**config.mk**
```make
export PLATFORM = sky130hd
export DESIGN_NAME = pit_lane
export DESIGN_NICKNAME = d
export VERILOG_FILES = /design/src/pit_pkg.sv /design/src/pit_lane.sv
export SDC_FILE = /design/constraint.sdc
export NUM_CORES = 1
export LEC_CHECK = 0
export BUFFER_PORTS_ARGS = -buffer_cell sky130_fd_sc_hd__buf_2
export CAP_MARGIN = 5
export CORE_UTILIZATION = 30
export DETAILED_ROUTE_END_ITERATION = 8
export REMOVE_ABC_BUFFERS = 1
export SLEW_MARGIN = 20
export SYNTH_ARGS = -nofsm -noshare
export SYNTH_HDL_FRONTEND = slang
export SYNTH_SLANG_ARGS = --single-unit
```
**constraint.sdc**
```tcl
create_clock -name clk -period 10.2 [get_ports clk]
set_input_delay 1.02 -clock clk [delete_from_list [all_inputs] [get_ports clk]]
set_output_delay 1.02 -clock clk [all_outputs]
set_load 0.02 [all_outputs]
```
**src/pit_pkg.sv**
```systemverilog
// Shared widths, state encoding and permutation tables for the PIT loss block.
package pit_pkg;

  // Sample and accumulator widths
  localparam int SAMPLE_W  = 16;
  localparam int DIFF_W    = SAMPLE_W + 1;
  localparam int SQ_W      = 2 * SAMPLE_W;
  localparam int MAX_LEN   = 65536;
  localparam int LEN_W     = 17;
  localparam int ACC_W     = SQ_W + LEN_W - 1;
  localparam int SCORE_W   = ACC_W + 2;
  localparam int NUM_LANES = 9;
  localparam int LANE_IW   = 4;

  // Batch and result widths
  localparam int MAX_BATCH = 256;
  localparam int UCNT_W    = 9;
  localparam int LOSS_W    = 33;
  localparam int BSUM_W    = LOSS_W + UCNT_W - 1;
  localparam int PERM_W    = 3;

  // Shared divider sizes
  localparam int DVD_W     = SCORE_W;
  localparam int DVS_W     = LEN_W + 1;
  localparam int DCNT_W    = $clog2(DVD_W);

  localparam logic [1:0] SPK_THREE = 2'd3;
  localparam logic [1:0] SPK_RESET = 2'd2;

  typedef logic [NUM_LANES-1:0][ACC_W-1:0] lane_arr_t;

  typedef enum logic [2:0] {
    S_IDLE,
    S_DRAIN,
    S_SCORE,
    S_DIV_UTT,
    S_BATCH,
    S_DIV_BATCH,
    S_OUT
  } state_t;

  // Source predicted speaker for reference speaker i, lexicographic order
  localparam logic [1:0] PERM3 [6][3] = '{
    '{2'd0, 2'd1, 2'd2}, '{2'd0, 2'd2, 2'd1}, '{2'd1, 2'd0, 2'd2},
    '{2'd1, 2'd2, 2'd0}, '{2'd2, 2'd0, 2'd1}, '{2'd2, 2'd1, 2'd0}
  };
  localparam logic [1:0] PERM2 [2][2] = '{'{2'd0, 2'd1}, '{2'd1, 2'd0}};

  function automatic logic [1:0] perm_src(input logic three, input logic [2:0] k,
                                          input logic [1:0] i);
    logic [1:0] src;
    src = 2'd0;
    if (three) begin
      if (k < 3'd6 && i < 2'd3) src = PERM3[k][i];
    end else begin
      if (i < 2'd2) src = PERM2[k[0]][i[0]];
    end
    return src;
  endfunction

endpackage

```
**src/pit_lane.sv**
```systemverilog
// One pairing lane: squared difference of two samples, accumulated per utterance.
module pit_lane
  import pit_pkg::*;
(
  input  logic                       clk,
  input  logic                       rst,
  input  logic                       en,
  input  logic                       clr,
  input  logic signed [SAMPLE_W-1:0] pred,
  input  logic signed [SAMPLE_W-1:0] targ,
  output logic        [ACC_W-1:0]    acc
);

  logic signed [DIFF_W-1:0]   diff;
  logic signed [2*DIFF_W-1:0] prod;
  logic        [SQ_W-1:0]     sq;
  logic                       sq_valid;

  // difference and square, registered before the add
  assign diff = DIFF_W'(pred) - DIFF_W'(targ);
  assign prod = diff * diff;

  always_ff @(posedge clk) begin
    sq <= prod[SQ_W-1:0];
  end

  always_ff @(posedge clk) begin
    if (rst) begin
      sq_valid <= 1'b0;
    end else begin
      sq_valid <= en;
    end
  end

  // running sum for this pairing
  always_ff @(posedge clk) begin
    if (rst || clr) begin
      acc <= '0;
    end else if (sq_valid) begin
      acc <= acc + ACC_W'(sq);
    end
  end

endmodule

```
## Yosys cells after proc, flatten, opt, wreduce, memory -nomap -nowiden

Index checks and enable logic that the tools add are counted.

| cells by class | value |
|---|---|
| add/sub/neg operators | 2 |
| reductions and logical operators | 1 |
| $mul | 1 |

Operators by type and width:

| kind | count |
|---|---|
| adder 48 x 32 -> 48 bit | 1 |
| multiplier 17 x 17 -> 32 bit | 1 |
| subtractor 16 x 16 -> 17 bit | 1 |
| logical OR 1 bit | 1 |

| storage, ports and cells | value |
|---|---|
| flip-flop bits (word level) | 81 |
| output and inout bits | 48 |

## Depth between registers and ports, before layout

Gate-level depths: netlist (run 1).

| logic depth | value |
|---|---|
| depth in word-level cells | 2 |
| gate-level depth with buffers | 35 |
| mapped depth without buffers | 33 |

## Worst setup path before layout (run 1)

Ideal clock, no wire load.

| timing | value |
|---|---|
| kind | input-to-reg |
| from | input port pred[0] |
| to | register sq[30] |
| data required time | 10.128 ns |
| stages on the path | 32 |
| setup slack | 1.667 ns |
| buffers on the path | 1 |
| data arrival time | 8.461 ns |
| library setup time | 0.072 ns |
| cell sequence | inv_1 > ha_1 > fa_1 > nor2b_1 > o31a_1 > o311a_1 > nor3_1 > o31ai_1 > and2_1 > o21ai_1 > inv_2 > clkbuf_1 > nor2_1 > fa_1 > inv_1 > fa_1 > inv_1 > fa_1 > fa_1 > fa_1 > inv_1 > fa_1 > inv_1 > ha_1 > a21o_1 > a21oi_1 > nor2_1 > a311o_1 > o41ai_1 > o2111ai_1 > a21oi_1 > xnor2_1 |

| between the ends | value |
|---|---|
| longest elaborated chain between the ends | 2 |

RTL lines:

| what | line | source |
|---|---|---|
| start, declared | pit_lane.sv:9 | `input logic signed [SAMPLE_W-1:0] pred,` |
| subtractor 16 x 16 -> 17 bit | pit_lane.sv:20 | `assign diff = DIFF_W'(pred) - DIFF_W'(targ);` |
| multiplier 17 x 17 -> 32 bit | pit_lane.sv:21 | `assign prod = diff * diff;` |
| via prod[30] | pit_lane.sv:15 | `logic signed [2*DIFF_W-1:0] prod;` |
| end signal, assigned | pit_lane.sv:24 | `sq <= prod[SQ_W-1:0];` |
| end, declared | pit_lane.sv:16 | `logic [SQ_W-1:0] sq;` |

The timed path passes the listed nets, and every way through them passes these cells.
A chain may end at the register's enable or synchronous reset.

## Worst setup path after layout (run 1)

Same ends and word-level chain as after synthesis.

==> results.txt, run 1 <==
----------------------------------------------------
[GRT]
  First-pass GRT wire length ... approximately 57,000 um
  Initial antenna violation count ... 0
  Number of global-route vias before repair ... 11,150
  Total track usage ... 14.92%
  Global route overflow ... 0
  Pin count of the biggest net entering global routing ... 50

[Placed design]
  Area after detailed placement ... about 0.015 mm2
  Count of input and output buffers ... 83
  Total half-perimeter wirelength after legalization and detailed placement ... 29,380 um
  Final estimated routing congestion in global placement ... 0.9392
  Pre-CTS worst setup slack ... 0.8458 ns

[Clocking]
  Count of hold-fix buffers inserted at cts ... 0
  CTS H-tree depth ... 3
  Clock latency on the worst-skew pair ... 0.35 ns
  Number of buffers inserted during clock tree synthesis ... 9
  CTS root buf ... sky130_fd_sc_hd__clkbuf_16
  Post-cts gate resize count ... 0
  CTS tree ... yes
  Clock sink count ... 80
  Bufs on Longest Clock Path ... 2
  Total setup buffers inserted after CTS ... 0
  Clock input transition at the sequential cells of the worst setup and hold paths ... around 0.06 ns

[Timing]
  Final Skew ... 0.003876 ns
  Setup violation total in the final timing report ... 0
  Final slew viol count ... 0
  Rel. slew slack ... between 30% and 40%
  Maximum clock frequency ... around 0.11 GHz
  Setup repair after global routing missed its margin ... no
  Setup TNS ... 0 ns
  Pin slew with the least headroom to its limit ... 1.017 ns
  Min Clock Period, post-route ... 8.986 ns
  Final worst-path setup slack ... 1.214 ns
  Fraction of the cycle the final worst path needs ... 88.10%
  Fin. Hold Viols ... 0

[Routing]
  Wire per inst ... 15.15 um
  Via count ... 10,950
  Post-route ant nets ... 0
  DRC marker count from the first detailed-route iteration ... 808
  Via-to-Cell Ratio ... about 4.8
  Number of DRC violations after detailed routing ... 12
  Number of detailed-route iterations in the first pass ... 7
  Post-Route WL ... 34,680 um

[Worst hold path]
  Worst hold stages ... 2
  Worst hold path class ... reg2reg

[Synth]
  Top FF cell, synth ... sky130_fd_sc_hd__dfxtp_1
  Avg Inst Size Synth ... 8.815 um2
  Number of flip-flops and latches in the synthesized netlist ... 80
  Number of instances in the synthesized netlist ... 1,612
  Summed instance area of the synthesized netlist ... ~0.014 mm2
  Yosys cell types ... 74
  Number of flops mapped to enable cells by yosys ... 0
  Ys Warns ... 0
  Seq/Total Area, Yosys ... 11.27%
  Fraction of synthesis flops using an asynchronous set or reset pin ... 0%
  Yosys top cell by area ... sky130_fd_sc_hd__fa_1
  Yosys top cell area share ... 36.49%
  Cell types with the largest area share after synthesis ... sky130_fd_sc_hd__fa_1, sky130_fd_sc_hd__dfxtp_1, sky130_fd_sc_hd__ha_1

[Final layout]
  Fill cell count ... 4,827
  Commonest non-fill, non-tap cells in the layout ... sky130_fd_sc_hd__inv_1, sky130_fd_sc_hd__fa_1, sky130_fd_sc_hd__nor2_1
  Share of cells above drive strength 1 ... 8.502%
  Diode count ... 0
  Layout-stage area growth over the synthesis result ... 10.12%
  Post-Layout Inst Area ... 0.01565 mm2
  Commonest non-fill, non-tap cell in the layout ... sky130_fd_sc_hd__inv_1
  Post-layout nets ... 2,098

[Critical path]
  Slowest Stage Delay on Critical Path ... a little over 0.6 ns
  Data required time at the worst endpoint ... 10.48 ns
  Highest fanout seen on the critical path ... 25
  Nature of the critical path endpoint ... flop
  Kind of critical path ... in2reg
  Critical Path Most Common Cell ... sky130_fd_sc_hd__fa_1
  Worst setup SP type ... input port
  CP max stage cell ... sky130_fd_sc_hd__fa_1
  R2r worst-path depth ... 9
  Arr. time, crit path ... a little over 9 ns

[Floorplanning]
  Floorplan core area ... ~0.047 mm2
  Die span in y ... 219.6 um
  Die Outline Area ... 0.04824 mm2
  Row Count ... 79
  Floorplan die width ... 219.6 um
  Ports placed on the boundary ... 84
  Initial cell density of the core ... between 30% and 40%

[Run]
  Maximum Capacitance Violations ... 0

[Run status]
  Status ... finished, violations left
  Failing checks ... design-rule violations

----------------------------------------------------
==> stage by stage <==
step / cells / hold WS (ns) / util [%]
after global routing: 2289 / 0.4968 / 33.54
after floorplan: 1565 / 0.5511 / -
after global placement: 2274 / 0.4588 / 32.87
after CTS: 2289 / 0.4790 / 33.54
after detailed placement: 2274 / 0.4696 / 32.87
final: 2289 / 0.4773 / 33.54
==> critical path: cells and delay by family <==
family / cells / cell delay, ns
AOI/OAI and AO/OA: 10 / 2.50
xor gates and xnor gates: 1 / 0.13
adders and majority gates: 9 / 4.00
buffers and inverters: 8 / 0.90
and+or+nand+nor: 5 / 0.68
==> synth_stat cells, types with 8 or more instances <==
| cell type | number |
|---|---|
| sky130_fd_sc_hd__inv_1 | 333 |
| sky130_fd_sc_hd__fa_1 | 259 |
| sky130_fd_sc_hd__nor2_1 | 164 |
| sky130_fd_sc_hd__ha_1 | 125 |
| sky130_fd_sc_hd__nand2_1 | 116 |
| sky130_fd_sc_hd__a21oi_1 | 81 |
| sky130_fd_sc_hd__dfxtp_1 | 80 |
| sky130_fd_sc_hd__xnor2_1 | 54 |
| sky130_fd_sc_hd__clkbuf_1 | 39 |
| sky130_fd_sc_hd__nor3_1 | 33 |
| sky130_fd_sc_hd__nand3_1 | 29 |
| sky130_fd_sc_hd__o21ai_0 | 29 |
| sky130_fd_sc_hd__a21o_1 | 22 |
| sky130_fd_sc_hd__xor2_1 | 20 |
| sky130_fd_sc_hd__o21ai_1 | 14 |
| sky130_fd_sc_hd__or3_1 | 14 |
| sky130_fd_sc_hd__mux2i_1 | 13 |
| sky130_fd_sc_hd__o21a_1 | 13 |
| sky130_fd_sc_hd__o31ai_1 | 12 |
| sky130_fd_sc_hd__inv_2 | 11 |
| sky130_fd_sc_hd__o21bai_1 | 11 |
| sky130_fd_sc_hd__a211oi_1 | 10 |
| sky130_fd_sc_hd__o211ai_1 | 8 |
==> registers in the layout, indices dropped and copies added (netlist names) <==
name      count
sq           31
acc          48
sq_valid      1
==> final timing paths <==
| kind | startpoint | to | slack [ns] |
|---|---|---|---|
| setup / recovery | pred[0] | sq[30] | 1.21 |
| hold / removal | acc[47] | acc[47] | 0.48 |
| setup reg to reg | acc[8] | acc[44] | 6.94 |
| hold reg to reg | acc[47] | acc[47] | 0.48 |
==> layout make-up <==
| type | count | area, um2 | area share [%] |
|---|---|---|---|
| clock buffer | 10 | 229.0 | 1.463 |
| clock inverter | 5 | 82.58 | 0.5277 |
| inverter | 344 | 1291 | 8.252 |
| multi-input combinational | 1141 | 11130 | 71.10 |
| sequential | 80 | 1602 | 10.24 |
| tap | 607 | 759.5 | 4.854 |
| timing repair buffer | 102 | 558.0 | 3.566 |
==> kinds of logic after synthesis <==
kind of cell / synth area share, %
DFF: 11.27
buffers and inverters: 10.43
xor gates and xnor gates: 4.834
AOI/OAI and AO/OA: 11.81
adders and majority gates: 47.49
and+or+nand+nor: 13.24
muxes: 0.9157
==> routing by layer <==
| metal | up-vias | global-route usage (%) | part of all wire, % |
|---|---|---|---|
| met3 | 40 | 1.891 | 4.6 |
| met2 | 275 | 24.68 | 46 |
| met1 | 5376 | 20.29 | 47 |
| met4 | 0 | 4.437 | 2.1 |
| met5 | - | 0 | 0 |
| li1 | 5261 | - | - |
Power of run 1 is not shown: default switching activity piles up to over one toggle a cycle in this logic, so the estimate is an artifact.
==> run 2, diff against run 1 <==
--- a/config.mk
+++ b/config.mk
@@ -5,10 +5,12 @@
 export SDC_FILE = /design/constraint.sdc
 export NUM_CORES = 1
 export LEC_CHECK = 0
+export ABC_AREA = 1
 export BUFFER_PORTS_ARGS = -buffer_cell sky130_fd_sc_hd__buf_2
-export CAP_MARGIN = 5
+export CAP_MARGIN = 20
 export CORE_UTILIZATION = 30
 export DETAILED_ROUTE_END_ITERATION = 8
+export PLACE_DENSITY_LB_ADDON = 0.25
 export REMOVE_ABC_BUFFERS = 1
 export SLEW_MARGIN = 20
 export SYNTH_ARGS = -nofsm -noshare
==> run 2 against run 1 <==
  * The flow now finishes without violations
  * Worst setup slack gained 0.77 ns
  * Clock-buffer cell count up 1
  * Synthesized cell count increased by 29%
  * Fmax up 9.3%
  * Highest routed layer unchanged
==> results.txt, run 2 <==
----------------------------------------------------
[Critical path]
  Highest fanout seen on the critical path ... 13
  Data required time at the worst endpoint ... 10.46 ns
  Kind of critical path ... in2reg
  Worst r2r src ... acc[0]
  Internal reg-to-reg setup slack ... about 7.6 ns
  CP max stage cell ... sky130_fd_sc_hd__xor2_1
  Critical Path Most Common Cell ... sky130_fd_sc_hd__inv_1
  Capture instance of the worst register-to-register path ... acc[22]
  Worst setup SP type ... input port
  Nature of the critical path endpoint ... flop
  Slowest Stage Delay on Critical Path ... ~0.57 ns
  R2r worst-path depth ... 11
  Arr. time, crit path ... about 8.5 ns

[Synth]
  Summed instance area of the synthesized netlist ... 0.01539 mm2
  Yosys top cell area share ... about a third
  Yosys cell types ... 47
  Yosys top cell by area ... sky130_fd_sc_hd__fa_1
  Number of flip-flops and latches in the synthesized netlist ... 80
  Number of instances in the synthesized netlist ... around 2,100
  Ys Warns ... 0
  Seq/Total Area, Yosys ... 10.41%
  Count leader, synth ... sky130_fd_sc_hd__inv_1
  Fraction of synthesis flops using an asynchronous set or reset pin ... 0%
  Top FF cell, synth ... sky130_fd_sc_hd__dfxtp_1
  Cell types with the largest area share after synthesis ... sky130_fd_sc_hd__fa_1, sky130_fd_sc_hd__inv_1, sky130_fd_sc_hd__dfxtp_1
  Avg Inst Size Synth ... approximately 7.4 um2
  Synth top cells by count ... sky130_fd_sc_hd__inv_1, sky130_fd_sc_hd__nand2_1, sky130_fd_sc_hd__nor2_1
  Number of flops mapped to enable cells by yosys ... 0

[Placed design]
  Final estimated routing congestion in global placement ... 0.9219
  Pre-CTS worst setup slack ... ~1.6 ns
  Area after detailed placement ... between 0.015 and 0.02 mm2
  Count of input and output buffers ... 83
  Total half-perimeter wirelength after legalization and detailed placement ... 37,370 um

[Routing]
  Via count ... ~13,000
  Via-to-Cell Ratio ... 4.546
  Number of DRC violations after detailed routing ... 0
  DRC marker count from the first detailed-route iteration ... 660
  Wire per inst ... around 15 um
  Post-route ant nets ... 0
  Post-Route WL ... approximately 43,000 um
  Number of detailed-route iterations in the first pass ... 5

[Timing]
  Setup TNS ... 0 ns
  Setup violation total in the final timing report ... 0
  Maximum clock frequency ... 0.1217 GHz
  Pin slew with the least headroom to its limit ... 0.9001 ns
  Fraction of the cycle the final worst path needs ... 80.59%
  Rel. slew slack ... 39.69%
  Fin. Hold Viols ... 0
  Final Skew ... 0.01005 ns
  Setup repair after global routing missed its margin ... no
  Min Clock Period, post-route ... 8.220 ns
  Final slew viol count ... 0
  Final worst-path setup slack ... 1.980 ns

[Clocking]
  Number of buffers inserted during clock tree synthesis ... 9
  Bufs on Longest Clock Path ... 2
  Count of hold-fix buffers inserted at cts ... 0
  Clock sink count ... 80
  CTS root buf ... sky130_fd_sc_hd__clkbuf_16
  Clock latency on the worst-skew pair ... 0.35 ns
  CTS H-tree depth ... 3
  Clock input transition at the sequential cells of the worst setup and hold paths ... 0.06 ns
  Post-cts gate resize count ... 0
  Total setup buffers inserted after CTS ... 0
  CTS tree ... yes

[Final layout]
  Sequential cell area ... 0.001603 mm2
  Diode count ... 0
  Layout-stage area growth over the synthesis result ... 9.740%
  Fill cell count ... 5,437
  Post-Layout Inst Area ... 0.01689 mm2
  Total area of multi-input combinational cells ... 0.01176 mm2
  Commonest non-fill, non-tap cell in the layout ... sky130_fd_sc_hd__inv_1
  Share of the core filled with cells ... 33.53%
  Commonest non-fill, non-tap cells in the layout ... sky130_fd_sc_hd__inv_1, sky130_fd_sc_hd__nand2_1, sky130_fd_sc_hd__nor2_1
  Regs by FF count ... acc x48, sq x31, sq_valid x1
  Share of cells above drive strength 1 ... 6.481%
  Post-layout nets ... 2,575
  Register with the most flip-flops ... acc
  Max FFs per register ... 48

[Floorplanning]
  Die span in y ... 228.5 um
  Floorplan die width ... 228.5 um
  Row Count ... 82
  Initial cell density of the core ... 30.55%
  Ports placed on the boundary ... 84
  Floorplan core area ... 0.05038 mm2
  Die Outline Area ... 0.05221 mm2

[GRT]
  Global route overflow ... 0
  Total track usage ... 17.06%
  Initial antenna violation count ... 0
  Pin count of the biggest net entering global routing ... 67
  First-pass GRT wire length ... around 70,000 um
  Number of global-route vias before repair ... 13,500

[Run status]
  Status ... completed

[Worst hold path]
  Beginning of the worst hold path ... acc[0]
  Hold EP ... acc[0]
  Worst hold path class ... reg2reg
  Worst hold stages ... 2

[Run]
  Maximum Capacitance Violations ... 0

----------------------------------------------------
-- run 2: cell types whose count changed after synthesis, moves of 13 or more --
cell,change
sky130_fd_sc_hd__nand2_1,+296
sky130_fd_sc_hd__inv_1,+152
sky130_fd_sc_hd__nor2_1,+129
sky130_fd_sc_hd__nand3_1,+53
sky130_fd_sc_hd__xnor2_1,-35
sky130_fd_sc_hd__o21ai_0,+27
sky130_fd_sc_hd__clkbuf_1,-23
sky130_fd_sc_hd__a21o_1,-16
sky130_fd_sc_hd__a21oi_1,+15
sky130_fd_sc_hd__or3_1,-14
sky130_fd_sc_hd__o21a_1,-13
sky130_fd_sc_hd__xor2_1,+13
-- run 2: metal layers --
layer / global-route usage (%) / wire, um / up-vias
li1: - / - / 6378
met3: 1.035 / 1403 / 41
met5: 0 / 0 / -
met1: 22.18 / 19520 / 6190
met4: 4.195 / 781 / 0
met2: 30.66 / 21310 / 265
-- run 2: worst max-delay path by stage --
| stage | to | cells past startpoint | slack, ns | startpoint |
|---|---|---|---|---|
| after floorplan | sq[31] | 31 | 2.72 | pred[0] |
| after global routing | sq[22] | 29 | 1.48 | pred[0] |
| after CTS | sq[25] | 30 | 1.94 | pred[0] |
| after global placement | sq[25] | 31 | 1.53 | pred[0] |
| final | sq[22] | 29 | 1.98 | pred[0] |
| after detailed placement | sq[25] | 30 | 1.58 | pred[0] |
-- run 2: metrics by stage --
stage | cells | hold WS (ns)
after floorplan | 2053 | 0.5569
after global placement | 2815 | 0.4761
after detailed placement | 2815 | 0.4936
after CTS | 2831 | 0.5005
after global routing | 2832 | 0.5305
final | 2832 | 0.5003
-- run 2: area by class of cell --
cell class,count,area share (%)
timing repair buffer,91,2.860
clock buffer,11,1.378
tap,672,4.979
sequential,80,9.490
multi-input combinational,1475,69.60
inverter,498,11.07
clock inverter,5,0.6223
-- run 2: kinds of logic after synthesis --
group	count (synthesis)	synth area share [%]
AND/OR/NAND/NOR	845	22.24
buffers and inverters	528	13.21
adder cells (fa/ha/maj)	384	43.85
AO/OA/AOI/OAI	188	6.732
flip-flops	80	10.41
XOR/XNOR	57	3.488
multiplexers	1	0.06504
-- run 2: critical path: cells and delay by family --
kind                     cells  cell delay (ns)
buffers and inverters        9             1.03
AND/OR/NAND/NOR              5             0.65
adder cells (fa/ha/maj)      9             3.88
XOR/XNOR                     2             0.78
AO/OA/AOI/OAI                4             1.08
Power of run 2 is left out for the same reason.
==> run 3, diff against run 2 <==
==> constraint.sdc (replaced) <==
create_clock -name clk -period 7.25 [get_ports clk]
set_input_delay 0.725 -clock clk [delete_from_list [all_inputs] [get_ports clk]]
set_output_delay 0.725 -clock clk [all_outputs]
set_load 0.02 [all_outputs]
==> run 3 against run 2 <==
  * Sequential cell count did not move
  * Critical path type unchanged
  * Cell count is 4.7% higher
  * Global-route usage is 0.12 points lower
==> results.txt, run 3 (synthesis results as in run 2) <==
----------------------------------------------------
[Floorplanning]
  Die span in y ... between 200 and 250 um
  Floorplan core area ... 0.05038 mm2
  Row Count ... 82
  Initial cell density of the core ... between 30% and 40%
  Die Outline Area ... 0.05221 mm2
  Floorplan die width ... 228.5 um
  Ports placed on the boundary ... 84

[Clocking]
  CTS tree ... yes
  Clock sink count ... 80
  CTS H-tree depth ... 3
  CTS root buf ... sky130_fd_sc_hd__clkbuf_16
  Number of buffers inserted during clock tree synthesis ... 9
  Count of hold-fix buffers inserted at cts ... 0
  Clock input transition at the sequential cells of the worst setup and hold paths ... 0.06 ns
  Clock latency on the worst-skew pair ... 0.35 ns
  Bufs on Longest Clock Path ... 2

[Final layout]
  Sequential cell area ... 0.001603 mm2
  Share of the core filled with cells ... 35.71%
  Diode count ... 0
  Max FFs per register ... 48
  Register with the most flip-flops ... acc
  Post-Layout Inst Area ... 0.01799 mm2
  Post-layout nets ... 2,709
  Fill cell count ... about 5,400
  Regs by FF count ... acc x48, sq x31, sq_valid x1
  Commonest non-fill, non-tap cell in the layout ... sky130_fd_sc_hd__inv_1
  Layout-stage area growth over the synthesis result ... 16.88%
  Commonest non-fill, non-tap cells in the layout ... sky130_fd_sc_hd__inv_1, sky130_fd_sc_hd__nand2_1, sky130_fd_sc_hd__nor2_1
  Total area of multi-input combinational cells ... 0.01190 mm2
  Share of cells above drive strength 1 ... 13.39%

[GRT]
  Pin count of the biggest net entering global routing ... 67
  GR met3 Demand/Resource ... 1.634%
  Top Usage Layer GRT ... met2
  Global route overflow ... 0
  Initial antenna violation count ... 0
  Global routing met1 resource utilization ... 21.92%
  Number of global-route vias before repair ... 14,100
  Met2 GRT Util ... 30.08%
  Total track usage ... between 10% and 20%
  First-pass GRT wire length ... 71,240 um

[Worst hold path]
  Worst hold path class ... reg2reg
  Beginning of the worst hold path ... acc[0]
  Hold EP ... acc[0]
  Worst hold stages ... 2

[Routing]
  Post-route ant nets ... 0
  Via-to-Cell Ratio ... 4.484
  Number of detailed-route iterations in the first pass ... 5
  Via count ... 13,290
  Post-Route WL ... about 43,000 um
  DRC marker count from the first detailed-route iteration ... 608
  Number of DRC violations after detailed routing ... 0
  Wire per inst ... between 10 and 15 um

[Timing]
  Setup TNS ... 0 ns
  Setup violation total in the final timing report ... 0
  Final slew viol count ... 0
  Fin. Hold Viols ... 0
  Maximum clock frequency ... around 0.15 GHz
  Fraction of the cycle the final worst path needs ... 94.98%
  Setup repair after global routing missed its margin ... yes
  Rel. slew slack ... 30.36%
  Final Skew ... 0.01103 ns
  Pin slew with the least headroom to its limit ... 1.043 ns
  Min Clock Period, post-route ... 6.886 ns

[Critical path]
  Kind of critical path ... in2reg
  Highest fanout seen on the critical path ... 5
  Nature of the critical path endpoint ... flop
  Worst setup SP type ... input port
  R2r worst-path depth ... 11
  Data required time at the worst endpoint ... 7.48 ns
  Internal reg-to-reg setup slack ... 4.72 ns
  Capture instance of the worst register-to-register path ... acc[22]
  Worst r2r src ... acc[0]
  Arr. time, crit path ... 7.12 ns

[Placed design]
  Total half-perimeter wirelength after legalization and detailed placement ... 38,060 um
  Count of input and output buffers ... 83
  Area after detailed placement ... between 0.015 and 0.02 mm2
  Final estimated routing congestion in global placement ... 0.9150

[Run]
  Maximum Capacitance Violations ... 0

[Run status]
  Status ... completed

----------------------------------------------------
[run 3: cell types whose count changed in the layout (fill, tap and decap cells not counted), sizes merged]
cell,change
clkinvlp,-1
bufinv,-3
clkinv,+3
buf,+134
clkbuf,-1
[run 3: cell type report]
type	instances	share of cell area, %
clock buffers	10	1.329
repair buffers	225	8.396
clock inverters	4	0.1252
flip-flops and latches	80	8.911
multi-input cells	1475	66.17
well taps	672	4.674
inverters	498	10.39
[run 3: worst max path at each step]
stage,cells past startpoint,startpoint,endpoint
after floorplan,31,pred[0],sq[31]
after global placement,28,pred[4],sq[27]
after detailed placement,29,pred[4],sq[27]
after CTS,29,pred[4],sq[27]
after global routing,33,pred[0],sq[27]
final,27,pred[4],sq[24]
[run 3: layer usage]
| layer | up-vias | routed length (um) |
|---|---|---|
| li1 | 6637 | - |
| met5 | - | 0 |
| met3 | 58 | 1157 |
| met4 | 0 | 1018 |
| met1 | 6360 | 20170 |
| met2 | 237 | 20440 |
[run 3: repair_timing]
action	in CTS	in global routing
buffers inserted	0	2
endpoints found under the hold margin	0	0
gates resized for setup	0	38
endpoints found under the setup margin	0	13
[run 3: per-stage QoR]
stage	std cells	hold slack, ns	setup WS (ns)
2_1_floorplan	2053	0.5569	0.06335
3_3_place_gp	2948	0.4753	-0.3068
3_5_place_dp	2948	0.4838	-0.2635
4_1_cts	2962	0.4919	0.07352
5_1_grt	2964	0.5431	-0.01069
6_report	2964	0.4924	0.3639
[run 3: worst max-delay path, cell delays in order]
cell and delay [ns]:
sky130_fd_sc_hd__buf_2 0.10, sky130_fd_sc_hd__ha_1 0.36, sky130_fd_sc_hd__a21oi_2 0.22, sky130_fd_sc_hd__nor2_1 0.05, sky130_fd_sc_hd__o21ai_0 0.16, sky130_fd_sc_hd__nand3_1 0.13, sky130_fd_sc_hd__or2_2 0.30, sky130_fd_sc_hd__nand2_2 0.17
sky130_fd_sc_hd__nor2_1 0.10, sky130_fd_sc_hd__fa_1 0.55, sky130_fd_sc_hd__fa_1 0.55, sky130_fd_sc_hd__inv_1 0.05, sky130_fd_sc_hd__fa_1 0.50, sky130_fd_sc_hd__inv_1 0.06, sky130_fd_sc_hd__fa_1 0.50, sky130_fd_sc_hd__fa_1 0.54
sky130_fd_sc_hd__inv_1 0.05, sky130_fd_sc_hd__fa_1 0.52, sky130_fd_sc_hd__inv_1 0.04, sky130_fd_sc_hd__ha_1 0.34, sky130_fd_sc_hd__a21oi_1 0.22, sky130_fd_sc_hd__a21boi_0 0.28, sky130_fd_sc_hd__o21bai_1 0.13, sky130_fd_sc_hd__a21o_1 0.19
sky130_fd_sc_hd__nand2_1 0.06, sky130_fd_sc_hd__nand2_1 0.05, sky130_fd_sc_hd__xor2_1 0.14
Power of run 3 is left out for the same reason.
